### src/sv/lpe_pkg.sv
// lpe_pkg: shared widths, constants and types of the line position estimator.
// No dependencies; imported by every module of the block.
`default_nettype none

package lpe_pkg;

  localparam int SENSOR_COUNT   = 5;
  localparam int SAMPLE_BITS    = 10;
  localparam int FRAC_BITS      = 12;
  localparam int MARKS_BITS     = SENSOR_COUNT * SAMPLE_BITS;
  localparam int NORM_BITS      = FRAC_BITS + 1;
  localparam int DIV_STEPS      = FRAC_BITS;
  localparam int CFG_INDEX_BITS = 2;

  // position = trunc(sum * 2^15 / (6 * 2^F)) = trunc((|sum| << POS_SHIFT) / 3), signed
  localparam int POS_BITS    = 16;
  localparam int SUM_BITS    = 16;
  localparam int POS_SHIFT   = 15 - FRAC_BITS - 1;
  localparam int MAG_BITS    = 16;
  localparam int DIV3_SHIFT  = 18;
  localparam int RECIP_BITS  = 18;
  localparam logic [RECIP_BITS-1:0] DIV3_RECIP = RECIP_BITS'(((1 << DIV3_SHIFT) + 2) / 3);
  localparam int PROD_BITS   = MAG_BITS + RECIP_BITS;

  // lane stages: load + DIV_STEPS; merge stages: 2
  localparam int PIPE_STAGES = DIV_STEPS + 3;

  typedef logic [SAMPLE_BITS-1:0] sample_t;
  typedef logic [NORM_BITS-1:0]   norm_t;
  typedef logic [MARKS_BITS-1:0]  marks_t;

  typedef enum logic [1:0] {
    MODE_ZERO,
    MODE_FULL,
    MODE_DIV
  } lane_mode_e;

  typedef enum logic [CFG_INDEX_BITS-1:0] {
    CFG_LOW_MARKS  = 2'd0,
    CFG_HIGH_MARKS = 2'd1
  } cfg_reg_e;

endpackage

`default_nettype wire

### src/sv/line_position_estimator_core.sv
// line_position_estimator_core: five lanes of pipelined dividers, merge stage,
// two-entry output buffer. Uses lpe_pkg, lpe_lane, lpe_merge.
// Pipeline: 16 register stages (load stage, 12-step divider per lane, two merge
// stages, output register), the first loaded at the transfer edge.
// Throughput: one set per cycle; the pipeline stalls only when the skid entry is full.
// Reset: low marks clear to 0, high marks to all ones, pipeline and buffer empty.
`default_nettype none

module line_position_estimator_core (
  input  wire                  clk_i,
  input  wire                  rst_ni,
  input  wire                  cfg_valid_i,
  output logic                 cfg_ready_o,
  input  wire [lpe_pkg::CFG_INDEX_BITS-1:0] cfg_index_i,
  input  wire lpe_pkg::marks_t cfg_data_i,
  input  wire                  in_valid_i,
  output logic                 in_ready_o,
  input  wire lpe_pkg::sample_t sample_0_i,
  input  wire lpe_pkg::sample_t sample_1_i,
  input  wire lpe_pkg::sample_t sample_2_i,
  input  wire lpe_pkg::sample_t sample_3_i,
  input  wire lpe_pkg::sample_t sample_4_i,
  output logic                 out_valid_o,
  input  wire                  out_ready_i,
  output logic signed [lpe_pkg::POS_BITS-1:0] position_o,
  output logic                 on_line_o
);
  import lpe_pkg::*;

  marks_t low_q, high_q;
  sample_t sample [SENSOR_COUNT];
  norm_t   norm   [SENSOR_COUNT];

  logic [PIPE_STAGES-1:0] v_q;
  logic en;

  logic signed [POS_BITS-1:0] res_pos, out_pos_q, skid_pos_q;
  logic res_on, out_on_q, skid_on_q;
  logic out_v_d, out_v_q, skid_v_d, skid_v_q;
  logic load_out, load_skid, out_from_skid, out_fire;

  assign cfg_ready_o = 1'b1;

  always_ff @(posedge clk_i or negedge rst_ni) begin
    if (!rst_ni) begin
      low_q  <= '0;
      high_q <= '1;
    end else if (cfg_valid_i) begin
      if (cfg_index_i == CFG_LOW_MARKS) begin
        low_q <= cfg_data_i;
      end else if (cfg_index_i == CFG_HIGH_MARKS) begin
        high_q <= cfg_data_i;
      end
    end
  end

  assign sample[0] = sample_0_i;
  assign sample[1] = sample_1_i;
  assign sample[2] = sample_2_i;
  assign sample[3] = sample_3_i;
  assign sample[4] = sample_4_i;

  assign en         = !skid_v_q;
  assign in_ready_o = en;

  for (genvar k = 0; k < SENSOR_COUNT; k++) begin : g_lane
    lpe_lane u_lane (
      .clk_i    (clk_i),
      .en_i     (en),
      .sample_i (sample[k]),
      .low_i    (low_q[SAMPLE_BITS*k +: SAMPLE_BITS]),
      .high_i   (high_q[SAMPLE_BITS*k +: SAMPLE_BITS]),
      .norm_o   (norm[k])
    );
  end

  lpe_merge u_merge (
    .clk_i      (clk_i),
    .en_i       (en),
    .norm_i     (norm),
    .position_o (res_pos),
    .on_line_o  (res_on)
  );

  always_ff @(posedge clk_i or negedge rst_ni) begin
    if (!rst_ni) begin
      v_q <= '0;
    end else if (en) begin
      v_q <= {v_q[PIPE_STAGES-2:0], in_valid_i};
    end
  end

  // output register plus skid entry
  assign out_fire = out_v_q && out_ready_i;

  always_comb begin
    out_v_d       = out_v_q;
    skid_v_d      = skid_v_q;
    load_out      = 1'b0;
    load_skid     = 1'b0;
    out_from_skid = 1'b0;
    if (out_fire) begin
      if (skid_v_q) begin
        out_from_skid = 1'b1;
        skid_v_d      = 1'b0;
      end else begin
        out_v_d = 1'b0;
      end
    end
    if (en && v_q[PIPE_STAGES-1]) begin
      if (out_v_d) begin
        load_skid = 1'b1;
        skid_v_d  = 1'b1;
      end else begin
        load_out = 1'b1;
        out_v_d  = 1'b1;
      end
    end
  end

  always_ff @(posedge clk_i or negedge rst_ni) begin
    if (!rst_ni) begin
      out_v_q  <= 1'b0;
      skid_v_q <= 1'b0;
    end else begin
      out_v_q  <= out_v_d;
      skid_v_q <= skid_v_d;
    end
  end

  always_ff @(posedge clk_i) begin
    if (out_from_skid) begin
      out_pos_q <= skid_pos_q;
      out_on_q  <= skid_on_q;
    end else if (load_out) begin
      out_pos_q <= res_pos;
      out_on_q  <= res_on;
    end
    if (load_skid) begin
      skid_pos_q <= res_pos;
      skid_on_q  <= res_on;
    end
  end

  assign out_valid_o = out_v_q;
  assign position_o  = out_pos_q;
  assign on_line_o   = out_on_q;

  a_skid_needs_out: assert property (@(posedge clk_i) disable iff (!rst_ni)
    skid_v_q |-> out_v_q)
    else $error("skid entry held without a pending output");

  a_off_line_zero: assert property (@(posedge clk_i) disable iff (!rst_ni)
    (out_valid_o && !on_line_o) |-> (position_o == '0))
    else $error("nonzero position with on_line low");

  a_pos_range: assert property (@(posedge clk_i) disable iff (!rst_ni)
    out_valid_o |-> (position_o <= 16'sd16384 && position_o >= -16'sd16384))
    else $error("position out of range");

  a_out_source: assert property (@(posedge clk_i) disable iff (!rst_ni)
    $rose(out_valid_o) |-> $past(v_q[PIPE_STAGES-1]))
    else $error("output valid without a finished item");

endmodule

`default_nettype wire

### src/sv/lpe_lane.sv
// lpe_lane: one sensor lane; clamps against the calibration marks and runs a
// pipelined restoring divider, one quotient bit per stage. Uses lpe_pkg.
`default_nettype none

module lpe_lane (
  input  wire                  clk_i,
  input  wire                  en_i,
  input  wire lpe_pkg::sample_t sample_i,
  input  wire lpe_pkg::sample_t low_i,
  input  wire lpe_pkg::sample_t high_i,
  output lpe_pkg::norm_t       norm_o
);
  import lpe_pkg::*;

  sample_t             rem_q  [DIV_STEPS+1];
  sample_t             div_q  [DIV_STEPS+1];
  logic [FRAC_BITS-1:0] quo_q [DIV_STEPS+1];
  lane_mode_e          mode_q [DIV_STEPS+1];

  lane_mode_e mode_d;

  always_comb begin
    if (sample_i <= low_i) begin
      mode_d = MODE_ZERO;
    end else if (sample_i >= high_i) begin
      mode_d = MODE_FULL;
    end else begin
      mode_d = MODE_DIV;
    end
  end

  always_ff @(posedge clk_i) begin
    if (en_i) begin
      rem_q[0]  <= sample_i - low_i;
      div_q[0]  <= high_i - low_i;
      quo_q[0]  <= '0;
      mode_q[0] <= mode_d;
    end
  end

  for (genvar st = 1; st <= DIV_STEPS; st++) begin : g_step
    logic [SAMPLE_BITS+1:0] trial;
    logic                   borrow;

    assign trial  = {1'b0, rem_q[st-1], 1'b0} - {2'b00, div_q[st-1]};
    assign borrow = trial[SAMPLE_BITS+1];

    always_ff @(posedge clk_i) begin
      if (en_i) begin
        rem_q[st]  <= borrow ? {rem_q[st-1][SAMPLE_BITS-2:0], 1'b0} : trial[SAMPLE_BITS-1:0];
        quo_q[st]  <= {quo_q[st-1][FRAC_BITS-2:0], ~borrow};
        div_q[st]  <= div_q[st-1];
        mode_q[st] <= mode_q[st-1];
      end
    end
  end

  always_comb begin
    case (mode_q[DIV_STEPS])
      MODE_ZERO: norm_o = '0;
      MODE_FULL: norm_o = {1'b1, {FRAC_BITS{1'b0}}};
      default:   norm_o = {1'b0, quo_q[DIV_STEPS]};
    endcase
  end

endmodule

`default_nettype wire

### src/sv/lpe_merge.sv
// lpe_merge: weights and sums the lane results, then scales by 4/3 through a
// reciprocal multiply; two register stages. Uses lpe_pkg.
`default_nettype none

module lpe_merge (
  input  wire                 clk_i,
  input  wire                 en_i,
  input  wire lpe_pkg::norm_t norm_i [lpe_pkg::SENSOR_COUNT],
  output logic signed [lpe_pkg::POS_BITS-1:0] position_o,
  output logic                on_line_o
);
  import lpe_pkg::*;

  function automatic logic signed [SUM_BITS-1:0] lane_term(input int k, input norm_t n);
    logic signed [SUM_BITS-1:0] ext;
    ext = signed'({{(SUM_BITS-NORM_BITS){1'b0}}, n});
    case (k)
      0:       lane_term = -(ext <<< 1);
      1:       lane_term = -ext;
      3:       lane_term = ext;
      4:       lane_term = ext <<< 1;
      default: lane_term = '0;
    endcase
  endfunction

  logic signed [SUM_BITS-1:0] sum;
  logic [SUM_BITS-1:0]        abs_sum;
  logic [MAG_BITS-1:0]        mag_d, mag_q;
  logic [PROD_BITS-1:0]       prod_q;
  logic                       neg1_q, on1_q, neg2_q, on2_q;
  logic [POS_BITS-1:0]        quot;

  always_comb begin
    sum = '0;
    for (int k = 0; k < SENSOR_COUNT; k++) begin
      sum = sum + lane_term(k, norm_i[k]);
    end
    abs_sum = sum[SUM_BITS-1] ? SUM_BITS'(-sum) : SUM_BITS'(sum);
    mag_d   = MAG_BITS'(abs_sum) << POS_SHIFT;
  end

  always_ff @(posedge clk_i) begin
    if (en_i) begin
      mag_q  <= mag_d;
      neg1_q <= sum[SUM_BITS-1];
      on1_q  <= (sum != '0);
      prod_q <= PROD_BITS'(mag_q) * PROD_BITS'(DIV3_RECIP);
      neg2_q <= neg1_q;
      on2_q  <= on1_q;
    end
  end

  assign quot       = prod_q[DIV3_SHIFT +: POS_BITS];
  assign position_o = neg2_q ? signed'(-quot) : signed'(quot);
  assign on_line_o  = on2_q;

endmodule

`default_nettype wire

### config.mk
export PLATFORM = sky130hd
export DESIGN_NAME = line_position_estimator_core
export DESIGN_NICKNAME = d
export VERILOG_FILES = /design/src/sv/lpe_pkg.sv /design/src/sv/line_position_estimator_core.sv /design/src/sv/lpe_lane.sv /design/src/sv/lpe_merge.sv
export SDC_FILE = /design/constraint.sdc
export NUM_CORES = 2
export LEC_CHECK = 0
export BUFFER_PORTS_ARGS = -buffer_cell sky130_fd_sc_hd__buf_2
export CELL_PAD_IN_SITES_DETAIL_PLACEMENT = 0
export CELL_PAD_IN_SITES_GLOBAL_PLACEMENT = 1
export CORE_UTILIZATION = 35
export CTS_CLUSTER_SIZE = 10
export DETAILED_ROUTE_END_ITERATION = 6
export PLACE_DENSITY = 0.61
export RECOVER_POWER = 50
export SLEW_MARGIN = 20
export SYNTH_ARGS = -nofsm -noshare
export SYNTH_HDL_FRONTEND = slang
export SYNTH_SLANG_ARGS = --single-unit
### constraint.sdc
create_clock -name clk_i -period 91.4 [get_ports clk_i]
set_input_delay 13.71 -clock clk_i [delete_from_list [all_inputs] [get_ports clk_i]]
set_output_delay 13.71 -clock clk_i [all_outputs]
set_load 0.02 [all_outputs]
==> out/metrics.yaml <==
status:
  status: "complete, but fails checks"
  violations: "capacitance limit, slew limit"
clock_network:
  numCtsBuffers: 181
  cts_setup_buffers: 0
  clk_latency_ns: 0.81
  cts_root_buf: "clkbuf_16"
  cts_hold_buffers: 0
  cts.sinks: 1540
  cts_resized: 0
  cts_max_level: 4
  cts_buffer_depth: 3
  cts_tree: "built"
  path_clk_slew_ns: 0.05
timing:
  slew_violations: 666
  min_period_over_period_pct: 19.22
  max_slew_margin_pct: -482.1
  worst_pin_slew_ns: 8.732
  hold_viol_final: 0
  setup-violations-final: 0
  fin_skew_ns: 0.07011
  max_freq_mhz: 56.91
  fin_crit_ns: 17.57
  fin_tns_setup_ns: 0
  grt_setup_unrepaired: "false"
setup_path:
  r2r-start: "skid_v_q"
  required_ns: 77.69
  endpoint_kind: "primary output"
  r2r_cells: 7
  start_kind: "flop"
  path_max_fanout: 22
  crit_type: "flop to primary output"
  cp_data_arrival_time_ns: 3.86
  reg2reg_to: "g_lane[4].u_lane.mode_q[0][10]"
  rrSetupSlack_ns: 80.62
cells_and_area:
  drive_gt1_share_pct: 12.09
  utilization_pct: 39.35
  area_growth_pct: 11.81
  nFillCells: 20890
  nNetsFinal: 7188
  stdcell_count: 9354
placement:
  post-place-cells: 9095
  place.gp.congestion: 0.7973
  io_buffers: 105
  hpwlAfterDp_um: 87080
global_routing:
  grt_max_degree: 178
  grt_pass1_wl_um: 204400
  gr-total-overflow: 0
  grt_use_total_pct: 10.62
  antenna_found_initial: 5
  grt_pass1_vias: 44280
logic_synthesis:
  ys_seq_elements: 1540
  muxShareOfSynthArea_pct: 6.032
  yosysUniqueCellTypes: 68
  yosys.area_share.xor_xnor_pct: 3.537
  syn_nets: 6945
  synthCells: 6043
  synthAdderAreaFrac_pct: 13.82
  synth-simple-area-share_pct: 7.235
  synth_area_mm2: 0.07899
  synth_edf_count: 1443
  synth_top_family_by_area: "adder cells"
  ys.flop_type: "edfxtp_1"
  postSynthAreaPerCell_um2: 13.07
  ys_warn_count: 0
  synth_compound_area_share_pct: 6.986
  synth-async-reset-ratio_pct: 6.299
  yosysSeqAreaShare_pct: 58.00
floorplan:
  num_io_pins: 127
  fp.dieH_um: 477.1
  chipWidth_um: 477.1
  core_mm2: 0.2245
  start_util_pct: 35.19
  die_area_mm2: 0.2276
  rows: 174
routing:
  drt_iter0_markers: 1558
  drc: 0
  via_per_inst: 4.528
  firstDrtPassIters: 5
  routedWlPerCell_um: 12.74
  wirelength_um: 119200
  num_vias: 42360
  ant_nets: 0
run:
  drv_cap: 9
power:
  p_per_area_mw_per_mm2: 16.92
  p_leak_nw: 34.94
  ir_drop_mv: 0.01806
worst_hold_path:
  min-delay-start: "g_lane[4].u_lane.quo_q[1][31]"
  worstHoldPathType: "flop to flop"
  holdPathEnd: "g_lane[4].u_lane.quo_q[1][44]"
  min_path_cells: 0
[worst max-delay path: stages, from the launching register on]
cell and delay, ns:
dfrtp_1 0.88, clkinvlp_2 1.54, buf_2 0.64
[flip-flops by register name (all words and copies together), names as in the netlist, 16 cells and up]
signal,cells
g_lane.u_lane.div_q,480
skid_pos_q,16
low_q,40
g_lane.u_lane.rem_q,480
position_o,16
g_lane.u_lane.quo_q,312
high_q,40
g_lane.u_lane.mode_q,104
[layout by cell type (no fill, tap or decap), drive strengths merged, types with 4 or more instances in the layout]
cell type / instances
mux2i: 44
mux2: 384
a2111oi: 36
edfxtp: 1443
o311ai: 7
nor2: 326
nand2: 247
nor3: 167
a21oi: 186
clkinv: 32
or2: 14
xor2: 138
inv: 839
nor4: 6
o21a: 12
and3: 6
xnor2: 181
or3: 8
dfrtp: 57
fa: 129
a221oi: 4
a211oi: 56
nand2b: 119
o21bai: 4
nand4: 19
nor2b: 161
ha: 666
buf: 120
o31ai: 7
a311oi: 13
a21o: 101
dfstp: 40
o21ai: 326
a211o: 32
clkbuf: 230
or4: 7
a21boi: 79
and2: 70
nand3: 11
[how the worst max path moves through the flow]
stage                       start                             to  slack (ns)
global placement    sample_3_i[0]  g_lane[3].u_lane.mode_q[0][1]       74.94
floorplan                skid_v_q                     in_ready_o       49.93
detailed placement  sample_3_i[0]  g_lane[3].u_lane.mode_q[0][1]       74.88
CTS                      skid_v_q                     in_ready_o       75.24
finish                   skid_v_q                     in_ready_o       73.83
global route             skid_v_q                     in_ready_o       73.34
[where the power goes]
| part | total [W] | switching, W | internal, W | leakage (nW) |
|---|---|---|---|---|
| Clock | 0.000636 | 0.000271 | 0.000366 | 2.50 |
| Combinational | 0.0000778 | 0.0000425 | 0.0000353 | 18.3 |
| Sequential | 0.000780 | 0.00000420 | 0.000776 | 14.1 |
[layer usage]
metal  global-route usage [%]  up-vias  wire length (um)
met2                    18.86      384             58170
met5                        0        -                 0
met4                    3.398        0              2920
met1                    12.79    19850             54090
li1                         -    21930                 -
met3                    2.103      193              3992
[synth_stat cells, types with 119 or more instances]
cell	instances	area share, %
a21oi_1	185	1.2
edfxtp_1	1443	55
fa_1	129	3.3
ha_1	666	11
inv_1	838	4.0
mux2_2	384	5.5
nand2_1	247	1.2
nand2b_1	119	0.94
nor2_1	326	1.5
nor2b_1	161	1.3
nor3_1	166	1.1
o21ai_0	318	2.0
xnor2_1	181	2.0
xor2_1	138	1.5
[through the flow]
step / hold slack [ns] / setup WS (ns) / instance area, um2 / total power (W)
6_report: 0.3770 / 73.83 / 88320 / 0.001494
5_1_grt: 0.3973 / 73.34 / 88320 / 0.001560
4_1_cts: 0.3820 / 75.24 / 88360 / 0.001524
3_5_place_dp: 0.4045 / 74.88 / 83150 / 0.0008729
3_3_place_gp: 0.4004 / 74.94 / 83150 / 0.0008711
2_1_floorplan: 0.4003 / 49.93 / 78990 / 0.0008517
[logic make-up after synthesis]
kind of cell	count (synthesis)
AND/OR/NAND/NOR	1172
adder cells (fa/ha/maj)	795
AO/OA/AOI/OAI	882
XOR/XNOR	319
flip-flops	1540
multiplexers	428
buffers and inverters	906
other	1
[area by class of cell]
| cell class | instances | area [um2] | area share, % |
|---|---|---|---|
| antenna | 1 | 2.502 | 0.002833 |
| clock buffer | 222 | 4725 | 5.350 |
| clock inverter | 36 | 485.5 | 0.5497 |
| inverter | 838 | 3147 | 3.563 |
| multi-input combinational | 3597 | 29730 | 33.66 |
| sequential | 1540 | 45810 | 51.87 |
| tap | 2992 | 3744 | 4.239 |
| timing repair buffer | 128 | 674.4 | 0.7636 |
Power figures use the tool's default switching activity.
